[src/hdl/lzsd_pkg.sv]
// Types and constants shared by the decompressor modules.
`default_nettype none
package lzsd_pkg;

  localparam int WIN_BITS        = 12;
  localparam int WIN_DEPTH       = 1 << WIN_BITS;
  localparam int HDR_BITS        = 24;
  localparam int CNT_BITS        = 5;
  localparam int Q_PTR_BITS      = 2;
  localparam int Q_DEPTH         = 1 << Q_PTR_BITS;
  localparam int LEN_BIAS        = 3;
  localparam int TOKENS_PER_FLAG = 8;
  localparam logic [7:0] FLAG_REF_MASK = 8'h80;

  typedef struct packed {
    logic [7:0] in_byte;
    logic       stream_start;
  } in_word_t;

  typedef struct packed {
    logic [7:0] out_byte;
    logic       is_last;
  } out_word_t;

  // one decoded token for the copy engine
  typedef struct packed {
    logic                is_ref;
    logic [7:0]          lit;
    logic [CNT_BITS-1:0] count;    // bytes to emit, 1..18
    logic [WIN_BITS-1:0] dist_m1;  // distance minus one
    logic                last;     // final byte of the stream
  } cmd_t;

  typedef struct packed {
    logic push;
    cmd_t cmd;
  } q_wr_t;

  typedef struct packed {
    logic empty;
    cmd_t cmd;
  } q_rd_t;

  typedef enum logic [2:0] {
    PH_IDLE,
    PH_HEADER,
    PH_FLAG,
    PH_TOKEN,
    PH_REF2
  } parse_phase_t;

  typedef enum logic [1:0] {
    CP_FETCH,
    CP_READ,
    CP_EMIT
  } copy_state_t;

endpackage
`default_nettype wire

[src/hdl/lzsd_parse.sv]
// Front end: header, flag and token parsing into copy commands.
`default_nettype none
module lzsd_parse #(
  parameter int LENGTH_BITS = 24
) (
  input  logic               clk,
  input  logic               rst,
  input  logic               in_valid,
  output logic               in_ready,
  input  lzsd_pkg::in_word_t in_data,
  input  logic               q_full,
  output lzsd_pkg::q_wr_t    q_wr
);
  import lzsd_pkg::*;

  parse_phase_t           phase, phase_next;
  logic [1:0]             header_index, header_index_next;
  logic [LENGTH_BITS-1:0] remaining, remaining_next;
  logic [7:0]             flag_bits, flag_bits_next;
  logic [2:0]             token_index, token_index_next;
  logic [7:0]             held, held_next;

  logic                   accept;
  logic [7:0]             b;
  logic                   is_ref_tok;
  logic [4:0]             hdr_shift;
  logic [HDR_BITS-1:0]    hdr_acc;
  logic [CNT_BITS-1:0]    len_ext;
  logic [CNT_BITS-1:0]    ref_count;
  logic [LENGTH_BITS-1:0] rem_after_ref;
  logic [LENGTH_BITS-1:0] rem_after_lit;
  logic [LENGTH_BITS-1:0] rem_emit;

  assign in_ready   = !q_full;
  assign accept     = in_valid && in_ready;
  assign b          = in_data.in_byte;
  assign is_ref_tok = (flag_bits & FLAG_REF_MASK) != 8'h00;

  always_comb begin
    case (header_index)
      2'd1:    hdr_shift = 5'd0;
      2'd2:    hdr_shift = 5'd8;
      default: hdr_shift = 5'd16;
    endcase
    hdr_acc = HDR_BITS'(remaining) | (HDR_BITS'(b) << hdr_shift);
  end

  assign len_ext       = CNT_BITS'(held[7:4]) + CNT_BITS'(LEN_BIAS);
  assign ref_count     = (remaining < LENGTH_BITS'(len_ext)) ?
                         remaining[CNT_BITS-1:0] : len_ext;
  assign rem_after_ref = remaining - LENGTH_BITS'(ref_count);
  assign rem_after_lit = remaining - LENGTH_BITS'(1);
  assign rem_emit      = (phase == PH_REF2) ? rem_after_ref : rem_after_lit;

  // next state
  always_comb begin
    phase_next        = phase;
    header_index_next = header_index;
    remaining_next    = remaining;
    flag_bits_next    = flag_bits;
    token_index_next  = token_index;
    held_next         = held;
    if (accept) begin
      if (in_data.stream_start) begin
        phase_next        = PH_HEADER;
        header_index_next = 2'd1;
        remaining_next    = '0;
        flag_bits_next    = '0;
        token_index_next  = '0;
        held_next         = '0;
      end else begin
        case (phase)
          PH_HEADER: begin
            remaining_next = hdr_acc[LENGTH_BITS-1:0];
            if (header_index == 2'd3) begin
              header_index_next = 2'd0;
              phase_next = (hdr_acc[LENGTH_BITS-1:0] == '0) ? PH_IDLE : PH_FLAG;
            end else begin
              header_index_next = header_index + 2'd1;
            end
          end
          PH_FLAG: begin
            flag_bits_next   = b;
            token_index_next = '0;
            phase_next       = PH_TOKEN;
          end
          PH_TOKEN, PH_REF2: begin
            if (phase == PH_TOKEN && is_ref_tok) begin
              held_next  = b;
              phase_next = PH_REF2;
            end else begin
              remaining_next = rem_emit;
              if (rem_emit == '0) begin
                phase_next = PH_IDLE;
              end else begin
                flag_bits_next = {flag_bits[6:0], 1'b0};
                if (token_index == 3'(TOKENS_PER_FLAG - 1)) begin
                  token_index_next = '0;
                  phase_next       = PH_FLAG;
                end else begin
                  token_index_next = token_index + 3'd1;
                  phase_next       = PH_TOKEN;
                end
              end
            end
          end
          default: phase_next = PH_IDLE;
        endcase
      end
    end
  end

  // command out
  always_comb begin
    q_wr.push        = accept && !in_data.stream_start &&
                       ((phase == PH_TOKEN && !is_ref_tok) || phase == PH_REF2);
    q_wr.cmd.is_ref  = (phase == PH_REF2);
    q_wr.cmd.lit     = b;
    q_wr.cmd.dist_m1 = {held[3:0], b};
    if (phase == PH_REF2) begin
      q_wr.cmd.count = ref_count;
      q_wr.cmd.last  = (rem_after_ref == '0);
    end else begin
      q_wr.cmd.count = CNT_BITS'(1);
      q_wr.cmd.last  = (rem_after_lit == '0);
    end
  end

  always_ff @(posedge clk) begin
    if (rst) begin
      phase        <= PH_IDLE;
      header_index <= '0;
      remaining    <= '0;
      flag_bits    <= '0;
      token_index  <= '0;
      held         <= '0;
    end else begin
      phase        <= phase_next;
      header_index <= header_index_next;
      remaining    <= remaining_next;
      flag_bits    <= flag_bits_next;
      token_index  <= token_index_next;
      held         <= held_next;
    end
  end

endmodule
`default_nettype wire

[config.mk]
export PLATFORM = sky130hd
export DESIGN_NAME = lzsd_parse
export DESIGN_NICKNAME = d
export VERILOG_FILES = /design/src/hdl/lzsd_pkg.sv /design/src/hdl/lzsd_parse.sv
export SDC_FILE = /design/constraint.sdc
export NUM_CORES = 1
export LEC_CHECK = 0
export BUFFER_PORTS_ARGS = -buffer_cell sky130_fd_sc_hd__buf_2
export CAP_MARGIN = 5
export CORE_UTILIZATION = 60
export CTS_BUF_LIST = sky130_fd_sc_hd__clkbuf_4 sky130_fd_sc_hd__clkbuf_8 sky130_fd_sc_hd__clkbuf_16
export DETAILED_ROUTE_END_ITERATION = 16
export GPL_TIMING_DRIVEN = 0
export PLACE_DENSITY_LB_ADDON = 0.25
export RECOVER_POWER = 100
export SKIP_CTS_REPAIR_TIMING = 1
export SLEW_MARGIN = 5
export SYNTH_ARGS = -nofsm -noshare
export SYNTH_HDL_FRONTEND = slang
export SYNTH_SLANG_ARGS = --single-unit
[constraint.sdc]
create_clock -name clk -period 5.59 [get_ports clk]
set_input_delay 0.8385 -clock clk [delete_from_list [all_inputs] [get_ports clk]]
set_output_delay 0.8385 -clock clk [all_outputs]
set_load 0.01 [all_outputs]
; ---- After elaboration in Yosys (flattened, before gate mapping)
; Cells that the tools add are included.
; Widths: inputs -> output; s select.
[word_totals]
regBits = 48
input_bits = 13
out_inout_bits = 29
wordCells = 79
[classes]
addsub = 5
magnitude_cmp = 1
eq_ne = 11
shifts = 1
mux = 30
bitwise = 1
n_reduce_logical = 24
[ops]
columns = operator, count
row1 = $logic_not 24->1, 4
row2 = $mux 24, 3
row3 = $mux 8, 6
row4 = $pmux 24 s2, 1
row5 = $lt 24x5->1, 1
row6 = $or 24x24->24, 1
row7 = $shl 8x5->24, 1
row8 = $sub 24x1->24 const B, 1
row9 = $sub 24x5->24, 1
row10 = $mux 3, 7
row11 = $pmux 8 s2, 1
row12 = $mux 2, 5
row13 = $mux 5, 2
row14 = $pmux 5 s2, 1
row15 = $ne 3x3->1 const B, 3
row16 = $pmux 3 s3, 1
row17 = $eq 3x2->1 const B, 2
row18 = $eq 3x3->1 const B, 2
row19 = $pmux 3 s2, 1
row20 = $reduce_and 3->1, 2
row21 = $reduce_bool 2->1, 3
row22 = $reduce_bool 3->1, 2
row23 = $add 4x2->5 const B, 1
row24 = $logic_and 1x1->1, 5
row25 = 11 further kinds, 16

; ---- Depth between registers and ports, before layout
[depth]
ltp_word = 10
ltp_mapped = 23

; ---- Worst setup path after synthesis
; No wires, ideal clock.
[synth_timing]
path_kind = reg2out
from = reg remaining[10]
to = out q_wr[0] (netlist bit)
arrival_time_ps = 4231
slack_ps = 521
stages_incl_launch_ff = 19
n_path_buf = 2
cell_sequence = dfxtp_1 -> clkbuf_1 -> nor4_1 -> nand4b_1 -> nor3_1 -> nand4_1 -> or3_1 -> clkbuf_1 -> mux2i_1 -> ha_1 -> inv_1 -> fa_1 -> a21o_1 -> a211oi_1 -> nand3_1 -> xnor2_1 -> nor4_1 -> nand3_1 -> o41ai_1
[synth_rtl]
columns = item, line_no
row1 = "start, declared", lzsd_parse.sv:18  ; logic [LENGTH_BITS-1:0] remaining, remaining_next;
row2 = "start signal, assigned", lzsd_parse.sv:140  ; remaining <= remaining_next;
row3 = "end, declared", lzsd_parse.sv:12  ; output lzsd_pkg::q_wr_t q_wr

==> results.yml <==
worst_hold_path:
  hp-class: "reg -> reg"
  min_delay_path_depth: 1
synth:
  netlist-cell-type-count: 64
  yosys-top-cells-count: "nor2_1 (79), a21oi_1 (52), dfxtp_1 (48)"
  yosysWarningCount: 0
  synth_top_area_frac: 0.238
  yosysMostFrequentCell: "nor2_1"
  synth_fp_nets: 595
  yosysTopAreaCell: "dfxtp_1"
  synth_edf_count: 0
  synth.yosys.seq_area_share: 0.238
  ys_ff_latch: 48
  synthCells: 564
  synth-main-ff-cell: "dfxtp_1"
  syn_area_um2: 4040
  synth_area_per_cell_um2: 7.17
  async_reset_ff_frac: 0
  synth_area_leaders: "dfxtp_1 (24%), nor2_1 (7.3%), a21oi_1 (6.4%), ha_1 (5.3%), nand2_1 (3.9%)"
clock_tree:
  clockRootBuffer: "clkbuf_8"
  cts_tree: "built"
  htree_levels: 2
  numCtsBuffers: 5
  clock_path_buffers: 2
  clock_sinks: 48
  clk_pin_slew_ns: 0.09
  worstSkewPairLatency_ns: 0.31
grt:
  grt_pass1_wl_mm: 20.9
  track_usage: 0.372
  antenna_found_initial: 0
  grt_max_degree: 16
  grt_pass1_vias: 4171
  grt.overflow.total: 0
routing:
  routed_wirelength_mm: 13.4
  firstDrtPassIters: 12
  wl_per_cell_um: 19.4
  via_per_inst: 6.87
  initialDrtViolationCount: 585
  drc: 6
  vias: 4739
  antenna_left: 0
sta:
  max_slew.worst_pin.slew_ns: 1.13
  fmax_ghz: 0.185
  setup_viol: 0
  finalCritPeriodShare: 0.969
  finalMaxSlewViolations: 0
  max_slew_margin: 0.244
  hold_viol_final: 0
  period_minus_slack_ns: 5.42
  finClkSkew_ns: 0.00665
run_status:
  violations: "design-rule violations"
  status: "finished with violations"
critical_path:
  required_ns: 4.75
  reg2regPathDepth: 18
  crit_chain: "clkbuf_1 -> nor4_4 -> nand4b_1 -> nor3_4 -> nand4_1 -> or3_4 -> mux2i_1 -> ha_1 -> inv_1 -> fa_2 -> a21o_1 -> a211oi_4 -> nand3_1 -> xnor2_1 -> nor4_4 -> nand3_1 -> o41ai_1 -> clkbuf_2"
  critPathSlowestCell: "or3_4"
  path_depth: 18
  crit_arrival_ns: 4.58
  path_class: "reg -> out"
  critPathBufInv: 3
  slowest_delay_ns: 0.43
  critical-path-top-delay-family: "simple AND/OR/NAND/NOR gates"
  cp_max_fo: 8
  start_kind: "register"
  endpoint_kind: "output port"
die:
  io_pins: 42
  core_um2: 6420
  die_w_um: 84.1
  die_area_um2: 7070
  die_height_um: 84.1
  start_util: 0.630
  floorplan.rows: 29
placement:
  dp_cells: 682
  place_congestion: 0.988
  place.detailed.hpwl_mm: 9.71
  port_buffers: 41
finish:
  stdcell_count: 690
  layout-area-overhead-vs-synth_pct: 11.7
  layout-drive-gt1-share: 0.127
  nets: 643
  antenna_cells: 0
power:
  p_leak_nw: 1.68
  vdd_ir_drop_max_mv: 0.113
  p_total_uw: 780
  powerDensity_nw_per_um2: 173
run:
  cap_violations: 0
cell type report:
cell class | count | area [µm²]
multi-input cells | 440 | 2800
clock inverters | 2 | 15.0
fillers | 559 | 1910
clock buffers | 6 | 82.6
repair buffers | 43 | 201
flip-flops and latches | 48 | 966
plain buffers | 60 | 300
inverters | 14 | 52.6
well taps | 77 | 96.3
metrics by stage:
step                      TNS (ns)  hold WS, ns   util  cell area [µm²]  worst slack (ns)
final                            0        0.479  0.703             4520             0.174
after floorplan                  0        0.432      -             4040             0.521
after global routing        -0.116        0.501  0.703             4520           -0.0512
after detailed placement     -8.34        0.455  0.677             4350            -0.661
after CTS                    -9.16        0.479  0.692             4440            -0.955
after global placement       -8.62        0.453  0.677             4350            -0.678
metal layers:
metal	wire length, µm	global-route usage	part of all wire
met4	601	0.193	0.045
met5	0	0	0
met2	5890	0.579	0.44
met1	5440	0.496	0.41
met3	1450	0.0564	0.11
cells by family after synthesis:
group                    synth area share
flip-flops                          0.238
AO/OA/AOI/OAI                       0.262
AND/OR/NAND/NOR                     0.286
buffers and inverters              0.0894
adder cells (fa/ha/maj)            0.0575
XOR/XNOR                           0.0412
multiplexers                       0.0263
final timing paths:
check | start | to | slack [ns]
worst min register to register | flag_bits[0] | flag_bits[0] | 0.48
worst max-delay path | remaining[13] | q_wr[0] | 0.17
worst min-delay path | flag_bits[0] | flag_bits[0] | 0.48
worst max register to register | remaining[13] | token_index[2] | 0.20
layout by cell type, fill, tap and decap left out, types with 5 or more instances in the layout:
cell	n
a21oi_1	51
nor4_1	9
xor2_1	8
clkbuf_1	53
nand4_1	6
buf_2	25
ha_1	17
clkbuf_4	8
a22o_1	7
a22oi_1	15
xnor2_1	11
mux2i_1	5
a31oi_1	15
nor3_1	22
o22ai_1	8
nand4b_1	9
dfxtp_1	46
nand3_1	18
nand2b_1	9
nor2_1	79
clkbuf_8	6
or3_1	6
o21ai_0	20
nand2_1	42
buf_4	14
inv_1	14
a32oi_1	6
power by group:
part / switching, mW / total [mW] / internal, mW
combinational: 0.124 / 0.205 / 0.0808
clock: 0.127 / 0.227 / 0.100
sequential: 0.00375 / 0.348 / 0.344
total: 0.255 / 0.780 / 0.525
flip-flops by register name (all words and copies together) (netlist names):
| name | count |
|---|---|
| flag_bits | 8 |
| header_index | 2 |
| held | 8 |
| phase | 3 |
| remaining | 24 |
| token_index | 3 |
No activity file was read; power rests on OpenSTA's default activity.
