===== src/hdl/lzsd_pkg.sv =====
// Types and constants shared by the decompressor modules.
`default_nettype none
package lzsd_pkg;

  localparam int WIN_BITS        = 12;
  localparam int WIN_DEPTH       = 1 << WIN_BITS;
  localparam int HDR_BITS        = 24;
  localparam int CNT_BITS        = 5;
  localparam int Q_PTR_BITS      = 2;
  localparam int Q_DEPTH         = 1 << Q_PTR_BITS;
  localparam int LEN_BIAS        = 3;
  localparam int TOKENS_PER_FLAG = 8;
  localparam logic [7:0] FLAG_REF_MASK = 8'h80;

  typedef struct packed {
    logic [7:0] in_byte;
    logic       stream_start;
  } in_word_t;

  typedef struct packed {
    logic [7:0] out_byte;
    logic       is_last;
  } out_word_t;

  // one decoded token for the copy engine
  typedef struct packed {
    logic                is_ref;
    logic [7:0]          lit;
    logic [CNT_BITS-1:0] count;    // bytes to emit, 1..18
    logic [WIN_BITS-1:0] dist_m1;  // distance minus one
    logic                last;     // final byte of the stream
  } cmd_t;

  typedef struct packed {
    logic push;
    cmd_t cmd;
  } q_wr_t;

  typedef struct packed {
    logic empty;
    cmd_t cmd;
  } q_rd_t;

  typedef enum logic [2:0] {
    PH_IDLE,
    PH_HEADER,
    PH_FLAG,
    PH_TOKEN,
    PH_REF2
  } parse_phase_t;

  typedef enum logic [1:0] {
    CP_FETCH,
    CP_READ,
    CP_EMIT
  } copy_state_t;

endpackage
`default_nettype wire


===== src/hdl/lzsd_fifo.sv =====
// Short command queue between the parser and the copy engine.
`default_nettype none
module lzsd_fifo (
  input  logic            clk,
  input  logic            rst,
  input  lzsd_pkg::q_wr_t q_wr,
  output logic            q_full,
  input  logic            pop,
  output lzsd_pkg::q_rd_t q_rd
);
  import lzsd_pkg::*;

  cmd_t                  slots [Q_DEPTH];
  logic [Q_PTR_BITS-1:0] wr_ptr;
  logic [Q_PTR_BITS-1:0] rd_ptr;
  logic [Q_PTR_BITS:0]   count;
  logic                  do_push;
  logic                  do_pop;

  assign q_full     = (count == (Q_PTR_BITS+1)'(Q_DEPTH));
  assign q_rd.empty = (count == '0);
  assign q_rd.cmd   = slots[rd_ptr];
  assign do_push    = q_wr.push && !q_full;
  assign do_pop     = pop && !q_rd.empty;

  always_ff @(posedge clk) begin
    if (do_push) begin
      slots[wr_ptr] <= q_wr.cmd;
    end
  end

  always_ff @(posedge clk) begin
    if (rst) begin
      wr_ptr <= '0;
      rd_ptr <= '0;
      count  <= '0;
    end else begin
      if (do_push) wr_ptr <= wr_ptr + 1'b1;
      if (do_pop)  rd_ptr <= rd_ptr + 1'b1;
      case ({do_push, do_pop})
        2'b10:   count <= count + 1'b1;
        2'b01:   count <= count - 1'b1;
        default: count <= count;
      endcase
    end
  end

endmodule
`default_nettype wire


===== config.mk =====
export PLATFORM = sky130hd
export DESIGN_NAME = lzsd_fifo
export DESIGN_NICKNAME = d
export VERILOG_FILES = /design/src/hdl/lzsd_pkg.sv /design/src/hdl/lzsd_fifo.sv
export SDC_FILE = /design/constraint.sdc
export NUM_CORES = 1
export LEC_CHECK = 0
export BUFFER_PORTS_ARGS = -buffer_cell sky130_fd_sc_hd__buf_2
export CORE_ASPECT_RATIO = 1.1
export CORE_MARGIN = 1.5
export CORE_UTILIZATION = 50
export CTS_CLUSTER_DIAMETER = 60
export DETAILED_ROUTE_END_ITERATION = 10
export PLACE_DENSITY = 0.73
export SLEW_MARGIN = 20
export SYNTH_ARGS = -nofsm -noshare
export SYNTH_HDL_FRONTEND = slang
export SYNTH_SLANG_ARGS = --single-unit

===== constraint.sdc =====
create_clock -name clk -period 4.3 [get_ports clk]
set_input_delay 0.43 -clock clk [delete_from_list [all_inputs] [get_ports clk]]
set_output_delay 0.43 -clock clk [all_outputs]
set_load 0.05 [all_outputs]

# [Word level (Yosys, flattened, before mapping)]
# Memory sizes are Yosys's and may differ from the RTL's. A register that Yosys moved wholly into a read port is not among the register bits.
# Index checks and enable logic that the tools add are counted.
[classes] addsub=4 reduce_logical=6 muxes=5 n_eq_ne=3
[ops] op="case mux 3 bit (2 select lines)" n=1
[ops] op="adder 2 x 1 -> 2 bit, second input constant" n=2
[ops] op="2-to-1 mux 2 bit" n=2
[ops] op="adder 3 x 1 -> 3 bit, second input constant" n=1
[ops] op="equality test 3 bit, second input constant" n=1
[ops] op="zero test 3 bit" n=1
[ops] op="subtractor 3 x 1 -> 3 bit, second input constant" n=1
[ops] op="equality test 2 x 1 -> 1 bit, second input constant" n=1
[ops] op="equality test 2 bit, second input constant" n=1
[ops] op="logical AND 1 bit" n=2
[ops] op="zero test 1 bit" n=2
[ops] op="2-to-1 mux 1 bit" n=2
[ops] op="nonzero test 2 bit" n=1
[totals] out_inout_bits=29 input_bits=31 register_bits=7 mem_bits_rw=108 elab_cells=22 memories=1
[memory_table] memory="slots" depth=4 word_bits=27 read_ports=1 rd_ports_with_merged_regs=1 wr=1 line="lzsd_fifo.sv:13" text="cmd_t slots [Q_DEPTH];"

# [Depth between registers and ports, before layout]
# Gate-level depths: netlist of the first run.
[logic_depth] depth_word=5 ltp_mapped=9 ltp_nobuf=9

# [Worst setup path after synthesis of the first run]
# OpenSTA, ideal clock, no wires.
[synth_path] path_kind="register -> register" startpoint="register count[2]" endpoint="register count[2]" required_time_ps=4230 n_path_buf=0 synth_period_minus_slack_ps=2651 slack_ps=1649 path_stages_with_launch=10 setup_ps=70 t_arrival_ps=2581 cell_sequence="dfxtp_1 nor3b_2 nor2_1 inv_1 ha_1 inv_1 fa_1 xor2_1 or3_1 a21oi_1"
[synth_between] elab_chain_len=5
[synth_lines] item="start: declaration" line="lzsd_fifo.sv:16" text="logic [Q_PTR_BITS:0] count;"
[synth_lines] item="start signal: assignment" line="lzsd_fifo.sv:41" text="2'b10: count <= count + 1'b1;"
[synth_lines] item="start signal: assignment" line="lzsd_fifo.sv:42" text="2'b01: count <= count - 1'b1;"
[synth_lines] item="start signal: assignment" line="lzsd_fifo.sv:43" text="default: count <= count;"
[synth_lines] item="equality test 3 bit *" line="lzsd_fifo.sv:20" text="assign q_full = (count == (Q_PTR_BITS+1)'(Q_DEPTH));"
[synth_lines] item="named net q_full" line="lzsd_fifo.sv:7" text="output logic q_full,"
[synth_lines] item="zero test 1 bit *" line="lzsd_fifo.sv:23" text="assign do_push = q_wr.push && !q_full;"
[synth_lines] item="logical AND 1 bit *" line="lzsd_fifo.sv:23"
[synth_lines] item="equality test 2 x 1 -> 1 bit / equality test 2 bit (equally long branches)" line="lzsd_fifo.sv:40" text="case ({do_push, do_pop})"
[synth_lines] item="case mux 3 bit (2 select lines) / nonzero test 2 bit (equally long branches)"
# The timed path passes the listed nets; every way through them passes the cells marked *.
# A chain may end at the register's enable or synchronous reset.

==> results.py, run 1 <==
metrics = {
    "synth": {
        "syn-num-nets": 232,
        "synth-seq-cells": 117,
        "syn_avg_cell_area_sq_um": 22.7,
        "synth_ff_type": "edfxtp_1",
        "yosysWarnings": 0,
        "synth_area_sq_um": 4430,
        "synth_cells": 195,
        "synth_cell_type_count": 23,
        "seq_area_frac_synth_pct": 77.3,
        "synth_edf_count": 108,
        "async_flop_share_pct": 0,
    },
    "placed_design": {
        "portBuffers": 59,
        "gp_congestion": 0.674,
        "dpl.hpwl_um": 4210,
    },
    "grt": {
        "grt_pass1_wl_um": 11200,
        "grt_pass1_vias": 2183,
        "grt_max_degree": 28,
        "overflow": 0,
        "track_usage_pct": 17.0,
        "antenna_found_initial": 0,
    },
    "clock_tree": {
        "cts_setup_buffers": 0,
        "numCtsBuffers": 17,
        "clock-sinks": 117,
        "clk_transition_reported_paths_ns": 0.05,
        "root_buffer": "clkbuf_8",
        "htreeDepth": 4,
        "cts-hold-fix-buffers": 0,
        "worstSkewPairLatency_ns": 0.49,
        "cts_resized": 0,
        "cts_tree": "yes",
        "clk_path_buf_depth": 2,
    },
    "sta": {
        "worst_slew_pin_slew_ns": 0.951,
        "rsz0062_at_grt": "no",
        "post-route-period-util_pct": 64.4,
        "finalHoldViolations": 0,
        "skew_ns": 0.00381,
        "slew_violations": 0,
        "finalSetupViolCount": 0,
        "slew_headroom_pct": 36.6,
        "finalCriticalPeriod_ns": 2.77,
        "setup_tns_ns": 0,
        "fmax_mhz": 361,
    },
    "layout": {
        "nets": 308,
        "nFillCells": 623,
        "n_antenna_cell": 0,
        "seqCellArea_sq_um": 3420,
        "multi_input_area_sq_um": 906,
        "layout-drive-gt1-share_pct": 40.1,
        "syn_to_final_growth_pct": 21.8,
    },
    "outcome": {
        "outcome": "finished, final reports clean",
    },
    "setup_path": {
        "cp_slowest_cell": "dfxtp_2",
        "crit_type": "register to primary output",
        "path_cells": "mux4_1 -> buf_2",
        "max_stage_delay_ns": 0.94,
        "cp.arrival_ns": 2.34,
        "critPathRequiredTime_ns": 3.87,
        "cp.buffers_inverters": 1,
        "crit_path_start_kind": "register",
        "r2r_cells": 4,
        "cp_max_fo": 27,
        "path_depth": 2,
        "end_kind": "primary output",
        "crit_family": "flip-flops",
    },
    "flow_run": {
        "maxCapViolations": 0,
    },
    "die": {
        "core_area_sq_um": 8500,
        "ioPinCount": 60,
        "num_rows": 35,
        "dieArea_sq_um": 9430,
        "start_util_pct": 52.1,
        "die_h_um": 102,
        "die_width_um": 92.7,
    },
    "pwr": {
        "power.density_nw_per_um2": 697,
        "finalPower_uw": 3760,
        "power_leakage_uw": 0.00190,
        "irDropWorstVdd_mv": 0.482,
    },
    "drt": {
        "wire_per_inst_um": 18.0,
        "ant_nets": 0,
        "drtIter0Drc": 84,
        "drc_errors": 0,
        "first_pass_iters": 4,
        "avgViaCountPerCell": 5.21,
        "routed_wirelength_um": 7120,
        "vias": 2056,
    },
    "min_path": {
        "worst_hold_path_type": "input pin to register",
        "min_delay_path_depth": 1,
    },
}
==> metrics by stage <==
stage	worst slack, ns	utilization [%]	cells	hold WS [ns]	cell area, sq um
detailed placement	1.94	56.9	363	0.489	4830
CTS	1.41	63.5	395	0.122	5390
global placement	1.94	56.9	363	0.476	4830
finish	1.53	63.5	395	0.144	5390
global route	1.34	63.5	395	0.129	5390
floorplan	1.65	-	195	0.459	4430
==> metal layers <==
layer	up-vias	wire (um)	GRT usage, %
met5	-	0	0
met4	0	116	9.09
met3	11	329	4.50
met2	55	3780	28.9
met1	1039	2900	19.9
li1	951	-	-
==> cell usage after synthesis (2+ instances only) <==
cell      number  share of area [%]
a21oi_1        4               0.45
and2_1         4               0.56
buf_12         2               0.90
buf_2          3               0.34
dfxtp_1        9                4.1
edfxtp_1     108                 73
ha_1           5                1.4
inv_1          8               0.68
mux4_1         7                4.2
mux4_2        20                 10
nand2b_1       2               0.28
nor2_1         6               0.51
o21ai_0        3               0.34
or3_1          3               0.42
xor2_1         3               0.59
==> flip-flops by register name, summed over array words and instances (netlist names), named ones only <==
register	count
rd_ptr	2
slots	108
count	3
wr_ptr	2
==> cells in the final DEF, fill, tap and decap left out <==
| cell | netlist | final |
|---|---|---|
| edfxtp_1 | 108 | 108 |
| buf_2 | 3 | 59 |
| mux4_2 | 20 | 20 |
| clkbuf_16 | 0 | 16 |
| inv_1 | 8 | 8 |
| dfxtp_1 | 9 | 8 |
| mux4_1 | 7 | 7 |
| nor2_1 | 6 | 6 |
| ha_1 | 5 | 5 |
| buf_4 | 0 | 5 |
| and2_1 | 4 | 4 |
| a21oi_1 | 4 | 4 |
| clkinv_2 | 0 | 4 |
| xor2_1 | 3 | 3 |
| o21ai_0 | 3 | 3 |
| or3_1 | 3 | 3 |
| clkbuf_1 | 0 | 3 |
| bufinv_16 | 0 | 3 |
| clkinv_1 | 0 | 3 |
| nand2b_1 | 2 | 2 |
| clkinvlp_4 | 0 | 2 |
| o31ai_2 | 1 | 1 |
| nor3_2 | 1 | 1 |
| nor3b_2 | 1 | 1 |
| nand2_1 | 1 | 1 |
| mux2i_1 | 1 | 1 |
| fa_1 | 1 | 1 |
| dfxtp_2 | 0 | 1 |
| clkbuf_8 | 0 | 1 |
==> cell families after synthesis <==
kind of cell    share of synthesized area [%]
flops                                    77.3
mux                                      14.5
simple gates                             2.37
buf+inv                                  2.26
compound gates                           1.07
fa+ha+maj                                1.86
xor+xnor                                0.593
==> final timing paths <==
kind	from	end	slack [ns]
worst min register to register	wr_ptr[1]	wr_ptr[1]	0.52
worst max register to register	count[0]	slots[0][10]	2.02
worst max-delay path	register	q_rd[14]	1.53
worst min-delay path	q_wr[11]	slots[3][11]	0.14
==> where the power goes <==
| group | switching (uW) | total (uW) | leakage, uW | internal, uW |
|---|---|---|---|---|
| Combinational | 644 | 964 | 0.000561 | 320 |
| Sequential | 109 | 1480 | 0.00107 | 1370 |
| Clock | 448 | 1320 | 0.000271 | 870 |
==> layout make-up <==
cell class,instances,area share (%)
Sequential cell,117,63.5
Multi-Input combinational cell,63,16.8
Clock buffer,20,7.89
Timing Repair Buffer,64,6.17
Tap cell,111,2.57
Clock inverter,12,2.53
Inverter,8,0.557
==> worst register-to-register path, cell delays in order (launching register included) <==
cell and delay [ns]:
dfxtp_1 0.44, nor3b_2 0.10, nor2_1 0.30, and2_1 0.82, buf_4 0.33
No activity file was read; power rests on OpenSTA's default activity.
==> run 2, diff against run 1 <==
- ABC_AREA: not set -> 1
- PLACE_DENSITY: 0.73 -> 0.75
- clock period: 4.3 -> 2.3 ns (I/O delays scaled with it)
==> run 2 against run 1 <==
Compared with the run above: power grew 96%; critical path type unchanged; sequential share of layout area shrank 4.7 points; highest routed layer unchanged; combinational power grew 120%.
==> results.py, run 2 <==
metrics = {
    "layout": {
        "syn_to_final_growth_pct": 28.1,
        "n_antenna_cell": 0,
        "largest_reg_flops": 108,
        "reg_top3": "slots: 108 flops, count: 3 flops",
        "final_common_cell": "edfxtp_1",
        "regMostFlops": "slots",
        "nFillCells": 629,
        "seqCellArea_sq_um": 3430,
        "multi_input_area_sq_um": 923,
        "fin_area_sq_um": 5830,
        "mostFrequentLayoutCells": "edfxtp_1, nor2_1, buf_2, o21ai_0, dlygate4sd3_1",
        "nets": 467,
        "layout-drive-gt1-share_pct": 24.2,
    },
    "sta": {
        "worst_slew_pin_slew_ns": 0.426,
        "setup_tns_ns": 0,
        "slew_violations": 0,
        "fmax_mhz": 468,
        "skew_ns": 0.00795,
        "slew_headroom_pct": 71.6,
        "finalCriticalPeriod_ns": 2.14,
        "finalSetupViolCount": 0,
        "rsz0062_at_grt": "no",
        "finalHoldViolations": 0,
        "hold_ws_ns": 0.0489,
        "post-route-period-util_pct": 92.9,
    },
    "synth": {
        "synthAdderAreaFrac_pct": 1.81,
        "yosys-mux-area-fraction_pct": 0,
        "synthTopCellsByCount": "edfxtp_1, nor2_1, o21ai_0",
        "synthTopCellsByArea": "edfxtp_1, nor2_1, dfxtp_1",
        "synth_edf_count": 108,
        "synth_top_family_by_area": "compound AO/OA/AOI/OAI gates",
        "synth_area_sq_um": 4550,
        "synth_cells": 331,
        "yosysWarnings": 0,
        "synth_ff_type": "edfxtp_1",
        "synth_cell_type_count": 21,
        "synth_xor_area_share_pct": 0,
        "synth_most_common_cell": "edfxtp_1",
        "synth_top_area_share_pct": 71.2,
        "synth_compound_area_share_pct": 10.4,
        "synth-seq-cells": 117,
        "synth_top_cell_by_area": "edfxtp_1",
        "syn_avg_cell_area_sq_um": 13.8,
        "seq_area_frac_synth_pct": 75.2,
        "syn-num-nets": 368,
        "async_flop_share_pct": 0,
        "synthSimpleGateAreaFrac_pct": 7.39,
    },
    "pwr": {
        "power_leakage_uw": 0.00216,
        "finalPower_uw": 7380,
        "power.density_nw_per_um2": 1270,
        "irDropWorstVdd_mv": 0.900,
    },
    "setup_path": {
        "cp.arrival_ns": 1.91,
        "end_kind": "primary output",
        "cp_max_fo": 18,
        "critPathRequiredTime_ns": 2.07,
        "crit_type": "register to primary output",
        "crit_path_start_kind": "register",
    },
    "clock_tree": {
        "htreeDepth": 4,
        "numCtsBuffers": 17,
        "worstSkewPairLatency_ns": 0.50,
        "clk_transition_reported_paths_ns": 0.05,
        "root_buffer": "clkbuf_8",
        "cts_tree": "yes",
        "clk_path_buf_depth": 2,
        "clock-sinks": 117,
    },
    "grt": {
        "grt_pass1_vias": 2920,
        "grt_max_degree": 55,
        "overflow": 0,
        "grt_pass1_wl_um": 13700,
        "track_usage_pct": 19.8,
        "antenna_found_initial": 0,
    },
    "drt": {
        "drtIter0Drc": 182,
        "ant_nets": 0,
        "routed_wirelength_um": 8890,
        "drc_errors": 0,
        "vias": 2944,
        "avgViaCountPerCell": 5.29,
        "first_pass_iters": 4,
        "wire_per_inst_um": 16.0,
    },
    "placed_design": {
        "portBuffers": 59,
        "dpl.hpwl_um": 4770,
        "dpl-instance-area_sq_um": 4930,
        "gp_congestion": 0.754,
    },
    "die": {
        "dieArea_sq_um": 9690,
        "core_area_sq_um": 8870,
        "die_h_um": 103,
        "start_util_pct": 51.3,
        "num_rows": 36,
        "ioPinCount": 60,
        "die_width_um": 94.0,
    },
    "min_path": {
        "worst_hold_path_type": "input pin to register",
    },
    "flow_run": {
        "maxCapViolations": 0,
    },
    "outcome": {
        "outcome": "finished, final reports clean",
    },
}
## run 2: cell count changes after synthesis, moves of 11 or more
cell	previous run	this run
mux4_2	20	0
nand2_1	1	12
o21ai_0	3	33
o21ai_1	0	23
nor2_1	6	63
o22ai_1	0	27
## run 2: what timing repair did
| action | CTS | global route |
|---|---|---|
| resized for setup | 1 | 0 |
| setup endpoints to repair | 5 | 1 |
| hold endpoints to repair | 112 | 0 |
| buffers inserted | 0 | 1 |
| hold buffers | 28 | 0 |
| pin swaps | 0 | 0 |
## run 2: worst paths after layout
check / cells after the start / slack (ns) / to / start
max: 4 / 0.16 / q_rd[22] / register
min: 3 / 0.05 / wr_ptr[0] / q_wr[27]
max reg2reg: 12 / 0.47 / count[2] / count[1]
min reg2reg: 2 / 0.50 / rd_ptr[1] / rd_ptr[1]
## run 2: cell type report
cell class / count / area share (%)
clock inverters: 15 / 3.22
repair buffers: 96 / 11.1
multi-input cells: 178 / 15.8
well taps: 114 / 2.45
inverters: 20 / 1.50
clock buffers: 17 / 7.10
flip-flops and latches: 117 / 58.8
## run 2: kinds of logic after synthesis
kind of cell,after synthesis
buffers and inverters,36
AND/OR/NAND/NOR,84
AO/OA/AOI/OAI,88
flip-flops,117
adder cells (fa/ha/maj),6
## run 2: critical path: stages, from the launching register on
cell	delay [ns]
dfxtp_4	0.47
buf_4	0.26
o21ai_0	0.14
o22ai_1	0.22
buf_2	0.30
## run 2: metal layers
layer / share of wire, % / wire length [um] / GRT usage [%] / vias up
met5: 0 / 0 / 0 / -
met4: 0.74 / 66 / 8.96 / 0
met3: 7.1 / 631 / 7.30 / 8
met2: 52 / 4620 / 35.1 / 103
met1: 40 / 3570 / 21.1 / 1422
li1: - / - / - / 1411
## run 2: per-stage QoR
stage,utilization (%),std cells,setup WS [ns]
final,65.7,557,0.164
after global routing,65.7,557,0.0520
after CTS,65.6,556,0.0798
after detailed placement,55.6,496,0.484
after global placement,55.6,496,0.540
after floorplan,-,331,0.155
## run 2: power by group
part           total, uW  internal (uW)  switching (uW)
clock network       2600           1740             861
logic               2140            513            1630
registers           2640           2540            94.8
total               7380           4790            2580
==> run 3, diff against run 2 <==
- RECOVER_POWER: not set -> 100
==> run 3 against run 2 <==
Compared with the run above: register-to-register slack got worse by 0.25 ns; global-route usage did not move; die area did not move; final area fell by 1.1%; flip-flop and latch count did not move; maximum frequency fell by 0.65%; worst setup slack got worse by 0.014 ns; via count fell by 0.58%; combinational power barely moved.
==> results.py, run 3 (synthesized netlist as in run 2, its figures left out) <==
metrics = {
    "outcome": {
        "outcome": "finished, final reports clean",
    },
    "layout": {
        "syn_to_final_growth_pct": 26.7,
        "nFillCells": 652,
        "largest_reg_flops": 108,
        "layout-drive-gt1-share_pct": 16.9,
        "fin_area_sq_um": 5770,
        "final_common_cell": "edfxtp_1",
        "reg_top3": "slots: 108 flops, count: 3 flops",
        "nets": 467,
        "final_core_util_pct": 65.0,
        "regMostFlops": "slots",
        "mostFrequentLayoutCells": "edfxtp_1, nor2_1, o21ai_0, clkbuf_1, dlygate4sd3_1",
        "n_antenna_cell": 0,
    },
    "setup_path": {
        "ff2ff_setup_slack_ns": 0.22,
        "cp.arrival_ns": 1.92,
        "crit_path_start_kind": "register",
        "r2r_cells": 12,
        "reg2reg_from": "count[1]",
        "cp_max_fo": 27,
        "critPathRequiredTime_ns": 2.07,
        "path_cells": "buf_4 -> inv_4 -> o21ai_1 -> o22ai_1 -> clkbuf_2",
        "crit_type": "register to primary output",
        "end_kind": "primary output",
        "cp_slowest_cell": "clkbuf_2",
        "r2r_end": "count[2]",
        "max_stage_delay_ns": 0.33,
    },
    "pwr": {
        "power_leakage_uw": 0.00208,
        "irDropWorstVdd_mv": 0.897,
        "finalPower_uw": 7350,
        "power.density_nw_per_um2": 1270,
    },
    "die": {
        "start_util_pct": 51.3,
        "ioPinCount": 60,
        "die_h_um": 103,
        "dieArea_sq_um": 9690,
        "die_width_um": 94.0,
        "num_rows": 36,
        "core_area_sq_um": 8870,
    },
    "sta": {
        "fin_ws_ns": 0.150,
        "slew_headroom_pct": 44.9,
        "slew_violations": 0,
        "rsz0062_at_grt": "no",
        "setup_tns_ns": 0,
        "skew_ns": 0.00601,
        "finalSetupViolCount": 0,
        "finalHoldViolations": 0,
        "post-route-period-util_pct": 93.5,
        "worst_slew_pin_slew_ns": 0.827,
        "fmax_mhz": 465,
        "finalCriticalPeriod_ns": 2.15,
    },
    "clock_tree": {
        "cts_tree": "yes",
        "htreeDepth": 4,
        "clk_transition_reported_paths_ns": 0.05,
        "worstSkewPairLatency_ns": 0.50,
        "root_buffer": "clkbuf_8",
        "numCtsBuffers": 17,
        "clk_path_buf_depth": 2,
        "clock-sinks": 117,
    },
    "drt": {
        "met3_length_um": 561,
        "routed_wirelength_um": 8870,
        "wl_met1_um": 3530,
        "drc_errors": 0,
        "drtIter0Drc": 193,
        "ant_nets": 0,
        "vias": 2927,
        "avgViaCountPerCell": 5.25,
        "wire_per_inst_um": 15.9,
        "dr.max_layer_used": "met4",
        "route.met2.wl_um": 4680,
        "first_pass_iters": 4,
    },
    "min_path": {
        "hold_end": "wr_ptr[0]",
        "min_from": "q_wr[27]",
        "worst_hold_path_type": "input pin to register",
        "min_delay_path_depth": 3,
    },
    "grt": {
        "grt_max_degree": 55,
        "overflow": 0,
        "grt_pass1_vias": 2920,
        "antenna_found_initial": 0,
        "grt_pass1_wl_um": 13700,
        "track_usage_pct": 19.8,
    },
    "placed_design": {
        "gp_congestion": 0.754,
        "pre_cts_ws_ns": 0.484,
        "dpl-instance-area_sq_um": 4930,
        "portBuffers": 59,
        "dpl.hpwl_um": 4770,
    },
    "flow_run": {
        "maxCapViolations": 0,
    },
}
run 3: cell count changes in the layout (fill, tap and decap cells not counted), sizes merged:
cell / delta
inv: +1
clkinv: -1
clkbuf: +56
buf: -56
run 3: cell type report:
class / count / area, sq um / area share [%]
Sequential cell: 117 / 3430 / 59.4
Multi-Input combinational cell: 178 / 911 / 15.8
Timing Repair Buffer: 96 / 601 / 10.4
Clock buffer: 17 / 414 / 7.18
Clock inverter: 15 / 188 / 3.25
Tap cell: 114 / 143 / 2.47
Inverter: 20 / 85.1 / 1.48
run 3: what timing repair did:
item	CTS	global route
endpoints found under the setup margin	5	1
buffers inserted	0	1
hold endpoints to repair	112	0
hold buffers	28	0
resized for setup	1	0
pin swaps	0	0
run 3: through the flow:
stage | hold WS [ns] | instances
detailed placement | 0.446 | 496
finish | 0.0272 | 557
floorplan | 0.299 | 331
global placement | 0.443 | 496
CTS | 0.0200 | 556
global route | 0.0188 | 557
run 3: how the worst max path moves through the flow:
stage,endpoint,slack (ns),depth (start not counted)
after CTS,q_rd[0],0.08,4
after floorplan,slots[2][0],0.16,4
final,q_rd[0],0.15,5
after detailed placement,count[2],0.48,12
after global placement,count[2],0.54,12
after global routing,q_rd[8],0.03,5
run 3: metal layers:
layer  vias up  GRT usage [%]
met2       108           35.1
met4         0           8.96
met5         -              0
met3        10           7.30
li1       1409              -
met1      1400           21.1
run 3: power breakdown:
group | internal (uW) | switching (uW)
sequential | 2550 | 91.9
combinational | 482 | 1630
clock | 1740 | 864
total | 4770 | 2590
run 3: critical path, delay by kind of cell, from the launching register on:
| kind | cells | cell delay (ns) |
|---|---|---|
| DFF | 1 | 0.30 |
| AOI/OAI and AO/OA | 2 | 0.32 |
| buffers and inverters | 3 | 0.78 |
